File: src/sv/tfsu_pkg.sv
// shared types, constants and helper functions for the telemetry frame sample unpacker
// no dependencies; imported by tfsu_tracker and the top level
`default_nettype none

package tfsu_pkg;

  localparam logic [4:0] HDR_LAST     = 5'd16;  // 17 header bytes
  localparam logic [4:0] TAIL_LAST    = 5'd5;   // 6 tail bytes
  localparam logic [4:0] REC_HDR      = 5'd5;   // hour, minute, second, millis
  localparam logic [4:0] REC_POS_END0 = 5'd24;  // 25-byte records
  localparam logic [4:0] REC_POS_END1 = 5'd29;  // 30-byte records
  localparam logic [5:0] REC_CNT_END0 = 6'd39;  // 40 records
  localparam logic [5:0] REC_CNT_END1 = 6'd32;  // 33 records

  // register index, taken from paddr[2]
  localparam logic REG_FRAME_MODE = 1'b0;

  localparam int OUT_W = 64;

  typedef enum logic [2:0] {
    PH_HEADER  = 3'b001,
    PH_RECORDS = 3'b010,
    PH_TAIL    = 3'b100
  } phase_t;

  typedef struct packed {
    logic        valid;
    logic [4:0]  channel;
    logic [9:0]  code;
    logic [5:0]  rec_idx;
    logic [7:0]  hour;
    logic [7:0]  minute;
    logic [7:0]  second;
    logic [15:0] millis;
    logic        last_rec;
    logic        last_frame;
  } smp_t;

  // position of a byte within its 5-byte sample group
  function automatic logic [2:0] slot_of(input logic [4:0] pos);
    logic [2:0] s;
    case (pos) inside
      5'd6, 5'd11, 5'd16, 5'd21, 5'd26, 5'd31: s = 3'd1;
      5'd7, 5'd12, 5'd17, 5'd22, 5'd27:        s = 3'd2;
      5'd8, 5'd13, 5'd18, 5'd23, 5'd28:        s = 3'd3;
      5'd9, 5'd14, 5'd19, 5'd24, 5'd29:        s = 3'd4;
      default:                                 s = 3'd0;
    endcase
    return s;
  endfunction

  // big-endian 10-bit merge of the previous and current byte
  function automatic logic [9:0] unpack(input logic [2:0] slot,
                                        input logic [7:0] prev,
                                        input logic [7:0] cur);
    logic [9:0] v;
    case (slot)
      3'd1:    v = {prev, cur[7:6]};
      3'd2:    v = {prev[5:0], cur[7:4]};
      3'd3:    v = {prev[3:0], cur[7:2]};
      default: v = {prev[1:0], cur};
    endcase
    return v;
  endfunction

endpackage

`default_nettype wire

File: src/sv/tfsu_tracker.sv
// frame position tracker: phase, counters, record header capture and sample merge
// depends on tfsu_pkg
`default_nettype none

module tfsu_tracker import tfsu_pkg::*; (
  input  wire logic       clk,
  input  wire logic       rst,
  input  wire logic       adv,
  input  wire logic [7:0] data_byte,
  input  wire logic       frame_mode,
  output smp_t            smp
);

  phase_t      phase, phase_next;
  logic [4:0]  phase_cnt, phase_cnt_next;
  logic [5:0]  rec_cnt, rec_cnt_next;
  logic [4:0]  rec_pos, rec_pos_next;
  logic [4:0]  chan, chan_next;
  logic [7:0]  prev_byte;
  logic [7:0]  hour, minute, second;
  logic [15:0] millis;

  logic [4:0] pos_end;
  logic [5:0] cnt_end;
  logic       end_rec, end_frame;
  logic [2:0] slot;
  logic       is_sample;

  assign pos_end   = frame_mode ? REC_POS_END1 : REC_POS_END0;
  assign cnt_end   = frame_mode ? REC_CNT_END1 : REC_CNT_END0;
  assign end_rec   = rec_pos >= pos_end;
  assign end_frame = end_rec && (rec_cnt >= cnt_end);
  assign slot      = slot_of(rec_pos);
  assign is_sample = (phase == PH_RECORDS) && (rec_pos >= REC_HDR) && (slot != 3'd0);

  always_comb begin
    smp.valid      = is_sample;
    smp.channel    = chan;
    smp.code       = unpack(slot, prev_byte, data_byte);
    smp.rec_idx    = rec_cnt;
    smp.hour       = hour;
    smp.minute     = minute;
    smp.second     = second;
    smp.millis     = millis;
    smp.last_rec   = end_rec;
    smp.last_frame = end_frame;
  end

  always_comb begin
    phase_next     = phase;
    phase_cnt_next = phase_cnt;
    rec_cnt_next   = rec_cnt;
    rec_pos_next   = rec_pos;
    chan_next      = chan;
    unique case (phase)
      PH_RECORDS: begin
        if (is_sample) begin
          chan_next = chan + 5'd1;
        end
        if (end_rec) begin
          rec_pos_next = '0;
          chan_next    = '0;
          if (end_frame) begin
            rec_cnt_next   = '0;
            phase_cnt_next = '0;
            phase_next     = frame_mode ? PH_TAIL : PH_HEADER;
          end else begin
            rec_cnt_next = rec_cnt + 6'd1;
          end
        end else begin
          rec_pos_next = rec_pos + 5'd1;
        end
      end
      PH_TAIL: begin
        if (phase_cnt >= TAIL_LAST) begin
          phase_cnt_next = '0;
          phase_next     = PH_HEADER;
        end else begin
          phase_cnt_next = phase_cnt + 5'd1;
        end
      end
      default: begin
        // header, and any stray code
        if (phase_cnt >= HDR_LAST) begin
          phase_cnt_next = '0;
          phase_next     = PH_RECORDS;
          rec_cnt_next   = '0;
          rec_pos_next   = '0;
          chan_next      = '0;
        end else begin
          phase_cnt_next = phase_cnt + 5'd1;
          phase_next     = PH_HEADER;
        end
      end
    endcase
  end

  always_ff @(posedge clk) begin
    if (rst) begin
      phase     <= PH_HEADER;
      phase_cnt <= '0;
      rec_cnt   <= '0;
      rec_pos   <= '0;
      chan      <= '0;
    end else if (adv) begin
      phase     <= phase_next;
      phase_cnt <= phase_cnt_next;
      rec_cnt   <= rec_cnt_next;
      rec_pos   <= rec_pos_next;
      chan      <= chan_next;
    end
  end

  // header capture and byte history
  always_ff @(posedge clk) begin
    if (adv) begin
      prev_byte <= data_byte;
      if (phase == PH_RECORDS) begin
        case (rec_pos)
          5'd0:    hour          <= data_byte;
          5'd1:    minute        <= data_byte;
          5'd2:    second        <= data_byte;
          5'd3:    millis[15:8]  <= data_byte;
          5'd4:    millis[7:0]   <= data_byte;
          default: ;
        endcase
      end
    end
  end

endmodule

`default_nettype wire

File: src/sv/telemetry_frame_sample_unpacker.sv
// top level of the telemetry frame sample unpacker: handshakes, register port, result register
// depends on tfsu_pkg and tfsu_tracker
//
//  channel   | dir | handshake            | contents
//  ----------+-----+----------------------+------------------------------------------
//  s_*       | in  | s_tvalid / s_tready  | one stream byte per item
//  m_*       | out | m_tvalid / m_tready  | one unpacked sample per item
//  apb       | in  | psel/penable/pready  | frame_mode at byte address 0
//
//  one byte is taken per cycle while the result register is not stalled; a
//  sample appears in the result register the cycle after the byte that completes it
//  the result register is the only stage: a new byte is taken whenever the
//  register is empty or is being drained in the same cycle
//  header, tail and record-header bytes update the tracker and give no item
//  rst is synchronous and clears the phase tracker, counters and valid flag
`default_nettype none

module telemetry_frame_sample_unpacker import tfsu_pkg::*; (
  input  wire logic             clk,
  input  wire logic             rst,
  // input stream
  input  wire logic             s_tvalid,
  output logic                  s_tready,
  input  wire logic [7:0]       s_tdata,   // [7:0] data_byte
  // output stream
  output logic                  m_tvalid,
  input  wire logic             m_tready,
  output logic [OUT_W-1:0]      m_tdata,   // [4:0] channel, [14:5] sample_code,
                                           // [20:15] record_index, [28:21] rec_hour,
                                           // [36:29] rec_minute, [44:37] rec_second,
                                           // [60:45] rec_millis, [63:61] zero
  output logic                  m_tlast,   // last_of_record
  output logic                  m_tuser,   // last_of_frame
  // register port
  input  wire logic             psel,
  input  wire logic             penable,
  input  wire logic             pwrite,
  input  wire logic [2:0]       paddr,
  input  wire logic [31:0]      pwdata,
  output logic [31:0]           prdata,
  output logic                  pready
);

  logic frame_mode;
  logic adv;
  smp_t smp;

  // register port: always ready, one register
  assign pready = 1'b1;

  always_ff @(posedge clk) begin
    if (rst) begin
      frame_mode <= 1'b0;
    end else if (psel && penable && pwrite && pready && (paddr[2] == REG_FRAME_MODE)) begin
      frame_mode <= pwdata[0];
    end
  end

  always_comb begin
    prdata = '0;
    if (paddr[2] == REG_FRAME_MODE) begin
      prdata[0] = frame_mode;
    end
  end

  // take a byte whenever the result register can hold what it produces
  assign s_tready = !m_tvalid || m_tready;
  assign adv      = s_tvalid && s_tready;

  tfsu_tracker u_tracker (
    .clk        (clk),
    .rst        (rst),
    .adv        (adv),
    .data_byte  (s_tdata),
    .frame_mode (frame_mode),
    .smp        (smp)
  );

  // result register
  always_ff @(posedge clk) begin
    if (rst) begin
      m_tvalid <= 1'b0;
    end else if (adv) begin
      m_tvalid <= smp.valid;
    end else if (m_tready) begin
      m_tvalid <= 1'b0;
    end
  end

  always_ff @(posedge clk) begin
    if (adv && smp.valid) begin
      m_tdata <= {3'b000, smp.millis, smp.second, smp.minute, smp.hour,
                  smp.rec_idx, smp.code, smp.channel};
      m_tlast <= smp.last_rec;
      m_tuser <= smp.last_frame;
    end
  end

endmodule

`default_nettype wire

File: config.mk
export PLATFORM = sky130hd
export DESIGN_NAME = telemetry_frame_sample_unpacker
export DESIGN_NICKNAME = d
export VERILOG_FILES = /design/src/sv/tfsu_pkg.sv /design/src/sv/tfsu_tracker.sv /design/src/sv/telemetry_frame_sample_unpacker.sv
export SDC_FILE = /design/constraint.sdc
export NUM_CORES = 1
export LEC_CHECK = 0
export CAP_MARGIN = 15
export CORE_UTILIZATION = 45
export CTS_CLUSTER_SIZE = 12
export DETAILED_ROUTE_END_ITERATION = 8
export DONT_BUFFER_PORTS = 1
export MAX_ROUTING_LAYER = met4
export PLACE_DENSITY = 0.59
export SLEW_MARGIN = 20
export SYNTH_ARGS = -nofsm -noshare
export SYNTH_HDL_FRONTEND = slang
export SYNTH_HIERARCHICAL = 1
export SYNTH_SLANG_ARGS = --single-unit
File: constraint.sdc
create_clock -name clk -period 9 [get_ports clk]
set_input_delay 0.45 -clock clk [delete_from_list [all_inputs] [get_ports clk]]
set_output_delay 0.45 -clock clk [all_outputs]
set_load 0.02 [all_outputs]
==> metrics.md, run 1 <==
| Metric | Value |
|---|---|
| Status | complete, no violations |
| Placer Congestion | 0.822 |
| Slowest stage delay, CP | approximately 0.73 ns |
| Hold-fix buffers at CTS | 0 |
| DIE WIDTH | 115 um |
| Setup TNS Final | 0 ns |
| Setup Viol. Count Final | 0 |
| Area occupied by multi-input gates | about 0.0017 mm2 |
| Ys async rst share | 0 |
| Final period util | 0.387 |
| CP max-delay cell | dfxtp_1 |
| R2r setup slk | 5.52 ns |
| Final ANT Viol Nets | 0 |
| Initial drt markers | 226 |
| Buf/Inv on CP | 4 |
| Clock sinks | 137 |
| Worst Path Required | 9.02 ns |
| Worst setup path class | reg2reg |
| Total power | 1.47 mW |
| Max-slew violation count | 0 |
| Final nets | 493 |
| Crit path time final | 3.48 ns |
| HP Class | in2reg |
| Commonest non-fill, non-tap cells in the layout | edfxtp_1 (111), conb_1 (35), dfxtp_1 (26), nor2_1 (26), a21oi_1 (18) |
| Worst endpoint data arrival time | ~3.5 ns |
| WL final | 9980 um |
| Max-slew headroom | 0.435 |
| CTS Buf Count | 17 |
| Row cnt | ~40 |
| Layout cells sized above 1 | 0.109 |
| Most common flop cell mapped by yosys | edfxtp_1 |
| Post-synthesis cell count | 426 |
| FF/Latch Area | 0.00385 mm2 |
| Number of fillers in the final layout | 1,056 |
| Most common cell after layout, fill and taps aside | edfxtp_1 |
| Max IR drop VDD | roughly 150 uV |
| Crit-path cells | inv_1 -> nor2_1 -> ha_1 -> inv_1 -> o2111ai_1 -> o21ai_1 -> buf_4 -> and3_4 -> nor2_1 -> nand2_1 -> nor2b_4 -> buf_4 |
| Overall Global Routing Usage | 0.162 |
| H-Tree Depth | 4 |
| Avg Inst Size Synth | 13.6 um2 |
| Largest net degree at the start of global routing | 64 |
| RSZ-0062 raised after global routing | false |
| Reg power frac | 0.467 |
| Maxcap violations | 0 |
| Die Height | 115 um |
| Seq/Total Area, Yosys | 0.666 |
| WL per Instance | 16.3 um |
| Post-Route Skew | 0.00999 ns |
| Achievable frequency | 287 MHz |
| Initial antenna violation count | 0 |
| Leak pwr | 2.23 nW |
| CTS resizes | 0 |
| CTS tree | built |
| Postcts setup bufs | 0 |
| Finished Core Util | 0.513 |
| Final hold vios | 0 |
| GR Overflow Total | 0 |
| Part of the power in the clock network | 0.517 |
| EDFF count, synth | 111 |
| Delay-heaviest family, CP | buffers and inverters |
| Initial Util | 0.461 |
| DRC | 0 |
| Diode count | 0 |
| Post-Syn Area | 0.00579 mm2 |
| Number of global-route vias before repair | just under 3,000 |
| CP max FO | 63 |
| Vias post-DR | 3,228 |
| Yosys cell types | 60 |
| Hold_ws | 0.108 ns |
| Pre-CTS worst setup slack | 5.52 ns |
| Switching Share | 0.180 |
| Worst setup SP type | flip-flop |
| Crit end category | flip-flop |
| Clock Tree Buf Depth | 2 |
| I/O pin total | approximately 150 |
| Cell Pwr Density | 228 mW/mm2 |
| Worst-Margin Slew | 0.847 ns |
| CTS root buffer | clkbuf_16 |
| Port buffer count | 0 |
| Worst skew pair latency | 0.40 ns |
| Post-DR vias/cell | 5.27 |
| PnR worst setup slack | 5.52 ns |
| Combinational share of power | 0.016 |
| Die ar. | 0.0133 mm2 |
| Area delta synth->final | 11.5% |
| Clk slew on worst S/H paths | roughly 0.060 ns |
| YS warnings | 6 |
| Switching power | 0.264 mW |
| Drt pass-1 iters | 5 |
| DPL Wire Length | 6670 um |
| Int Pwr | 1.21 mW |
| First-pass GRT wire length | 15,400 um |
| Synthesized flop and latch total | approximately 140 |
| Placeable Area | 0.0126 mm2 |
==> kinds of logic after synthesis <==
kind of cell	after synthesis	synth area share
AOI/OAI and AO/OA	78	0.0940
xor gates and xnor gates	7	0.0106
adders and majority gates	15	0.0324
buffers and inverters	66	0.0711
DFF	137	0.666
muxes	12	0.0212
other	2	0.00130
and+or+nand+nor	109	0.104
==> flip-flops by register name (all words and copies together) (netlist names) <==
signal,cells
u_tracker/phase,3
u_tracker/minute,8
m_tvalid,1
u_tracker/rec_cnt,6
u_tracker/chan,5
m_tuser,1
u_tracker/millis,16
frame_mode,1
m_tlast,1
u_tracker/second,8
u_tracker/prev_byte,8
u_tracker/phase_cnt,5
u_tracker/rec_pos,5
u_tracker/hour,8
m_tdata,61
==> cell usage after synthesis (3+ instances only) <==
library cell,instances,share of area
a21oi_1,18,0.016
a31oi_1,3,0.0032
and2_1,4,0.0043
buf_2,5,0.0043
buf_4,38,0.049
clkbuf_1,5,0.0032
dfxtp_1,26,0.090
edfxtp_1,111,0.58
ha_1,15,0.032
inv_1,14,0.0091
mux2i_1,10,0.017
nand2_1,17,0.011
nand2b_1,9,0.0097
nand3_1,12,0.010
nand3b_1,4,0.0052
nand4_1,3,0.0032
nor2_1,26,0.017
nor2b_1,4,0.0043
nor3_1,12,0.010
o21ai_0,11,0.0095
o21ai_1,3,0.0026
o221a_2,5,0.0097
o22ai_1,13,0.014
o311ai_0,3,0.0045
xnor2_1,7,0.011
==> stage by stage <==
stage                     cell area [um2]  std cells
final                                6450        612
after global routing                 6450        612
after CTS                            6450        612
after detailed placement             5800        581
after global placement               5790        581
after floorplan                      5910        459
==> area by class of cell <==
type,count,share of cell area
clock buffer,19,0.0671
clock inverter,12,0.0345
inverter,14,0.00815
multi-input combinational,256,0.257
sequential,137,0.597
tap,172,0.0334
timing repair buffer,2,0.00233
==> final timing paths <==
kind                                    end                  from  cells past startpoint
worst max-delay path            m_tdata[47]  u_tracker/rec_pos[2]                     12
worst min-delay path               m_tvalid                   rst                      1
worst max register to register  m_tdata[47]  u_tracker/rec_pos[2]                     12
worst min register to register  m_tdata[49]   u_tracker/millis[4]                      0
==> worst reg2reg max path, cell delays in order (launching register included) <==
cell and delay [ns]:
dfxtp_1 0.73, inv_1 0.27, nor2_1 0.17, ha_1 0.17, inv_1 0.04, o2111ai_1 0.08, o21ai_1 0.09, buf_4 0.20
and3_4 0.21, nor2_1 0.22, nand2_1 0.15, nor2b_4 0.13, buf_4 0.63
==> routing by layer <==
metal	routed length [um]	up-vias	share of wire	global-route usage
li1	-	1533	-	-
met1	4510	1545	0.45	0.203
met2	4750	140	0.48	0.251
met3	594	10	0.060	0.0450
met4	127	0	0.013	0.0606
met5	0	-	0	-
==> power groups by stage <==
stage | Combinational [mW] | Sequential [mW] | Clock (mW)
floorplan | 0.0342 | 0.700 | 0
global placement | 0.0235 | 0.700 | 0
detailed placement | 0.0238 | 0.701 | 0
CTS | 0.0238 | 0.687 | 0.774
global route | 0.0264 | 0.688 | 0.798
finish | 0.0238 | 0.688 | 0.761
Power figures use the tool's default switching activity.
==> run 2: changes to the inputs <==
- PLACE_DENSITY: 0.59 -> 0.61
- clock period: 9 -> 2.8 ns (I/O delays scaled with it)
==> run 2 against run 1 <==
  * Core utilization grew 1.8 points
  * Maximum frequency grew 34%
  * Hold slack lost 0.082 ns
  * Design area grew 3.5%
  * Via count grew 3.5%
  * Wire length grew 10%
  * Sequential power grew to 3.2 times the previous value
  * Flip-flop and latch count is the same
==> metrics.md, run 2 (same netlist as run 1, synthesis figures left out) <==
| Metric | Value |
|---|---|
| Max-slew violation count | 0 (unchanged) |
| Port buffer count | 0 (unchanged) |
| Final nets | 518 (was 493) |
| Overall Global Routing Usage | 0.180 (was 0.162) |
| Post-Route Skew | 0.0109 ns (was 0.00999 ns) |
| CP max FO | 63 (unchanged) |
| Max-slew headroom | 0.480 (was 0.435) |
| CTS Buf Count | 17 (unchanged) |
| Crit path time final | 2.59 ns (was 3.48 ns) |
| Maxcap violations | 0 (unchanged) |
| Clock Tree Buf Depth | 2 (unchanged) |
| DPL Wire Length | 6930 um (was 6670 um) |
| Die ar. | 0.0133 mm2 (unchanged) |
| Final ANT Viol Nets | 0 (unchanged) |
| Largest Register | m_tdata (unchanged) |
| Placeable Area | 0.0126 mm2 (unchanged) |
| CTS tree | built (unchanged) |
| First-pass GRT wire length | 16,800 um (was 15,400 um) |
| R2r setup slk | 0.21 ns (was 5.52 ns) |
| Die Height | 115 um (unchanged) |
| DIE WIDTH | 115 um (unchanged) |
| Setup Viol. Count Final | 0 (unchanged) |
| Layout cells sized above 1 | 0.148 (was 0.109) |
| Initial drt markers | 239 (was 226) |
| Final hold vios | 0 (unchanged) |
| Post-DR vias/cell | 5.24 (was 5.27) |
| Largest registers | m_tdata: 61 flops, u_tracker/millis: 16 flops (unchanged) |
| Achievable frequency | 386 MHz (was 287 MHz) |
| HP Class | in2reg (unchanged) |
| Vias post-DR | 3,341 (was 3,228) |
| Number of global-route vias before repair | 3,149 (was 2,930) |
| Area delta synth->final | 15.4% (was 11.5%) |
| WL final | 11,000 um (was 9980 um) |
| WL per Instance | 17.2 um (was 16.3 um) |
| Worst endpoint data arrival time | 2.67 ns (was 3.51 ns) |
| Commonest non-fill, non-tap cells in the layout | edfxtp_1 (111), conb_1 (35), nor2_1 (26), dfxtp_1 (23), a21oi_1 (18) (was edfxtp_1 (111), conb_1 (35), dfxtp_1 (26), nor2_1 (26), a21oi_1 (18)) |
| PnR worst setup slack | 0.211 ns (was 5.52 ns) |
| Clk slew on worst S/H paths | 0.06 ns (about the same) |
| Max IR drop VDD | 315 uV (was 148 uV) |
| Worst setup SP type | flip-flop (unchanged) |
| Pre-CTS worst setup slack | 0.259 ns (was 5.52 ns) |
| Row cnt | 41 (unchanged) |
| Diode count | 0 (unchanged) |
| Dpl cell area | 0.00592 mm2 (was 0.00580 mm2) |
| Most common cell after layout, fill and taps aside | edfxtp_1 (unchanged) |
| Final period util | 0.925 (was 0.387) |
| Status | complete, no violations (unchanged) |
| Worst skew pair latency | 0.42 ns (was 0.40 ns) |
| Cell Pwr Density | 690 mW/mm2 (was 228 mW/mm2) |
| Final Instance Area | 0.00668 mm2 (was 0.00645 mm2) |
| Worst Path Required | 2.88 ns (was 9.02 ns) |
| H-Tree Depth | 4 (unchanged) |
| Drt pass-1 iters | 5 (unchanged) |
| Initial antenna violation count | 0 (unchanged) |
| Clock sinks | 137 (unchanged) |
| RSZ-0062 raised after global routing | false (unchanged) |
| Largest net degree at the start of global routing | 64 (unchanged) |
| I/O pin total | 151 (unchanged) |
| Initial Util | 0.461 (unchanged) |
| Crit end category | flip-flop (unchanged) |
| Setup TNS Final | 0 ns (unchanged) |
| CTS root buffer | clkbuf_16 (unchanged) |
| DRC | 0 (unchanged) |
| Placer Congestion | 0.834 (was 0.822) |
| Worst-Margin Slew | 0.777 ns (was 0.847 ns) |
| Worst setup path class | reg2reg (unchanged) |
| Max reg flops | 61 (unchanged) |
| Leak pwr | 2.33 nW (was 2.23 nW) |
| GR Overflow Total | 0 (unchanged) |
## run 2: cell count changes in the layout (fill, tap and decap cells not counted), sizes merged
| cell | change |
|---|---|
| clkinvlp | +2 |
| bufinv | -2 |
| dlygate4sd3 | +14 |
| inv | +1 |
| buf | +11 |
## run 2: final cells by class
| class | count | area (um2) |
|---|---|---|
| clock buffers | 19 | 433 |
| inverters | 14 | 52.6 |
| flip-flops and latches | 137 | 3860 |
| fillers | 1048 | 5890 |
| clock inverters | 13 | 175 |
| well taps | 172 | 215 |
| multi-input cells | 256 | 1690 |
| repair buffers | 27 | 250 |
## run 2: routing by layer
metal	GRT usage	up-vias	wire length, um
li1	-	1584	-
met1	0.213	1615	4780
met2	0.283	128	5430
met3	0.0486	14	605
met4	0.0918	0	178
met5	-	-	0
## run 2: what timing repair did
| action | 4_1_cts | 5_1_grt |
|---|---|---|
| hold buffers | 14 | 0 |
| endpoints found under the hold margin | 72 | 0 |
| endpoints found under the setup margin | 0 | 1 |
| buffers inserted | 0 | 0 |
| resized for setup | 0 | 2 |
## run 2: path summary, 6_finish.rpt
| kind | end | startpoint | cells after the start |
|---|---|---|---|
| worst max-delay path | m_tlast | u_tracker/rec_pos[1] | 12 |
| worst min-delay path | m_tdata[8] | s_tdata[5] | 2 |
| worst max register to register | m_tlast | u_tracker/rec_pos[1] | 12 |
| worst min register to register | m_tdata[24] | u_tracker/hour[3] | 0 |
## run 2: worst max-delay path: stages, from the launching register on
cell and delay, ns:
dfxtp_4 0.39, ha_4 0.17, nand2_2 0.05, nor2_1 0.12
ha_2 0.19, inv_1 0.05, o2111ai_1 0.07, o21ai_1 0.12
and3_4 0.24, nor2_1 0.28, nand2_4 0.09, nor2b_4 0.13
buf_12 0.29
## run 2: metrics by stage
step                total power, mW  cells  hold slack (ns)   util
floorplan                      2.36    459            0.209      -
global placement               2.33    592            0.214  0.471
detailed placement             2.33    592            0.216  0.471
CTS                            4.66    638          0.00715  0.531
global route                   4.75    638          0.00455  0.532
finish                         4.61    638           0.0266  0.532
## run 2: power by group
group	leakage (nW)	switching (mW)	internal, mW
clock network	0.284	0.807	1.48
registers	1.24	0.0114	2.20
logic	0.802	0.0830	0.0315
==> run 3: changes to the inputs <==
==> constraint.sdc (replaced) <==
create_clock -name clk -period 2.8 [get_ports clk]
set_input_delay 0 -clock clk [delete_from_list [all_inputs] [get_ports clk]]
set_output_delay 0 -clock clk [all_outputs]
set_load 0.02 [all_outputs]
==> run 3 against run 2 <==
  * The flow now finishes with violations (DRC)
  * Global-route usage down 0.59 points
  * Highest routed layer unchanged
  * Clock-buffer cell count down 2
  * Design area down 0.39%
==> metrics.md, run 3 (same netlist as run 1, synthesis figures left out) <==
| Metric | Value |
|---|---|
| Status | complete, but fails checks (was complete, no violations) |
| Failing checks | DRC |
| CP max FO | 5 (was 63) |
| WL final | 10,500 um (was 11,000 um) |
| Initial drt markers | 216 (was 239) |
| Worst-Margin Slew | 0.842 ns (was 0.777 ns) |
| Worst Path Required | 3.11 ns (was 2.88 ns) |
| DRC | 2 (was 0) |
| Most common cell after layout, fill and taps aside | edfxtp_1 (unchanged) |
| Row cnt | 41 (unchanged) |
| Total power | 4.47 mW (was 4.61 mW) |
| I/O pin total | 151 (unchanged) |
| Setup Viol. Count Final | 0 (unchanged) |
| Non-filler cells in the finished layout | 638 (unchanged) |
| Clk slew on worst S/H paths | 0.06 ns (about the same) |
| Dpl cells | 592 (unchanged) |
| Max IR drop VDD | 299 uV (was 315 uV) |
| Die Height | 115 um (unchanged) |
| Vias post-DR | 3,328 (was 3,341) |
| Finished Core Util | 0.529 (was 0.532) |
| Worst setup SP type | flip-flop (unchanged) |
| Diode count | 0 (unchanged) |
| Initial Util | 0.461 (unchanged) |
| Max reg flops | 61 (unchanged) |
| Max-slew headroom | 0.437 (was 0.480) |
| Final nets | 518 (unchanged) |
| Layout cells sized above 1 | 0.165 (was 0.148) |
| Number of global-route vias before repair | 3,110 (was 3,149) |
| GR Overflow Total | 0 (unchanged) |
| WL per Instance | 16.4 um (was 17.2 um) |
| First-pass GRT wire length | 16,500 um (was 16,800 um) |
| Cell Pwr Density | 672 mW/mm2 (was 690 mW/mm2) |
| Postcts setup bufs | 0 (unchanged) |
| Crit-path cells | inv_2 -> ha_1 -> or3b_2 -> a21oi_2 -> nor2_2 -> a31o_2 -> nand4_1 -> a21oi_1 -> dlygate4sd3_1 (was ha_4 -> nand2_2 -> nor2_1 -> ha_2 -> inv_1 -> o2111ai_1 -> o21ai_1 -> and3_4 -> nor2_1 -> nand2_4 -> nor2b_4 -> buf_12) |
| Dpl cell area | 0.00592 mm2 (unchanged) |
| Largest registers | m_tdata: 61 flops, u_tracker/millis: 16 flops (unchanged) |
| CP max-delay cell | dlygate4sd3_1 (was dfxtp_4) |
| Leak pwr | 2.32 nW (was 2.33 nW) |
| Crit end category | flip-flop (unchanged) |
| Clock sinks | 137 (unchanged) |
| Final Instance Area | 0.00665 mm2 (was 0.00668 mm2) |
| Area delta synth->final | 15.0% (was 15.4%) |
| Slowest stage delay, CP | 0.61 ns (was 0.39 ns) |
| Worst endpoint data arrival time | 2.95 ns (was 2.67 ns) |
| DIE WIDTH | 115 um (unchanged) |
| Post-DR vias/cell | 5.22 (was 5.24) |
| Worst-case reg-to-reg path depth | 9 (was 12) |
| RSZ-0062 raised after global routing | false (unchanged) |
| Final period util | 0.946 (was 0.925) |
| Maxcap violations | 0 (unchanged) |
| Initial antenna violation count | 0 (unchanged) |
| Worst setup path class | reg2reg (unchanged) |
| HP Class | in2reg (unchanged) |
| Clock Tree Buf Depth | 2 (unchanged) |
| Placeable Area | 0.0126 mm2 (unchanged) |
| Commonest non-fill, non-tap cells in the layout | edfxtp_1 (111), conb_1 (35), nor2_1 (24), dfxtp_1 (22) (was edfxtp_1 (111), conb_1 (35), nor2_1 (26), dfxtp_1 (23), a21oi_1 (18)) |
| H-Tree Depth | 4 (unchanged) |
| Port buffer count | 0 (unchanged) |
| CTS root buffer | clkbuf_16 (unchanged) |
| Final ANT Viol Nets | 0 (unchanged) |
| DPL Wire Length | 6840 um (was 6930 um) |
| Worst skew pair latency | 0.42 ns (about the same) |
| Die ar. | 0.0133 mm2 (unchanged) |
| Max-slew violation count | 0 (unchanged) |
| Final hold vios | 0 (unchanged) |
| Achievable frequency | 378 MHz (was 386 MHz) |
| WHS Path Cells | 3 (was 2) |
| Overall Global Routing Usage | 0.174 (was 0.180) |
| Placer Congestion | 0.838 (was 0.834) |
| Post-Route Skew | 0.00835 ns (was 0.0109 ns) |
| Crit path time final | 2.65 ns (was 2.59 ns) |
| Largest net degree at the start of global routing | 64 (unchanged) |
| CTS Buf Count | 17 (unchanged) |
| Largest Register | m_tdata (unchanged) |
| CTS tree | built (unchanged) |
| Drt pass-1 iters | 6 (was 5) |
## run 3: area by class of cell
cell class,instances,area [um2]
sequential,137,3860
multi-input combinational,256,1700
fill,1062,5910
inverter,14,52.6
clock buffer,17,425
clock inverter,15,150
tap,172,215
timing repair buffer,27,250
## run 3: repair_timing
action	CTS	global route
endpoints found under the hold margin	80	0
hold buffers	14	0
resized for setup	0	5
endpoints found under the setup margin	0	6
## run 3: metal layers
layer  routed length [um]  share of wire  vias to the layer above  GRT usage
li1                     -              -                     1585          -
met3                  689          0.066                       14     0.0570
met4                  152          0.014                        0     0.0762
met5                    0              0                        -          -
met1                 4570           0.44                     1594      0.212
met2                 5080           0.48                      135      0.265
## run 3: stage by stage
step	setup TNS [ns]	hold slack (ns)	setup slack, ns
6_report	0	0.0246	0.152
2_1_floorplan	-7.03	0.0691	-0.112
3_5_place_dp	0	0.0764	0.253
3_3_place_gp	0	0.0736	0.286
5_1_grt	0	0.0505	0.0183
4_1_cts	0	0.00615	0.0578
## run 3: worst paths after layout
check	startpoint	end	slack (ns)
worst max register to register	u_tracker/rec_pos[0]	u_tracker/phase[2]	0.15
worst max-delay path	u_tracker/rec_pos[0]	u_tracker/phase[2]	0.15
worst min register to register	u_tracker/millis[0]	m_tdata[45]	0.41
worst min-delay path	s_tdata[7]	m_tdata[12]	0.02
## run 3: power breakdown
| group | total (mW) | internal (mW) | switching, mW |
|---|---|---|---|
| Combinational | 0.115 | 0.0304 | 0.0843 |
| Sequential | 2.21 | 2.20 | 0.0111 |
| Clock | 2.15 | 1.31 | 0.839 |
## run 3: critical path, delay by kind of cell, from the launching register on
kind                     cells  cell delay [ns]
adder cells (fa/ha/maj)      1             0.27
buffers and inverters        2             0.69
flip-flops                   1             0.38
AO/OA/AOI/OAI                3             0.54
AND/OR/NAND/NOR              3             0.66
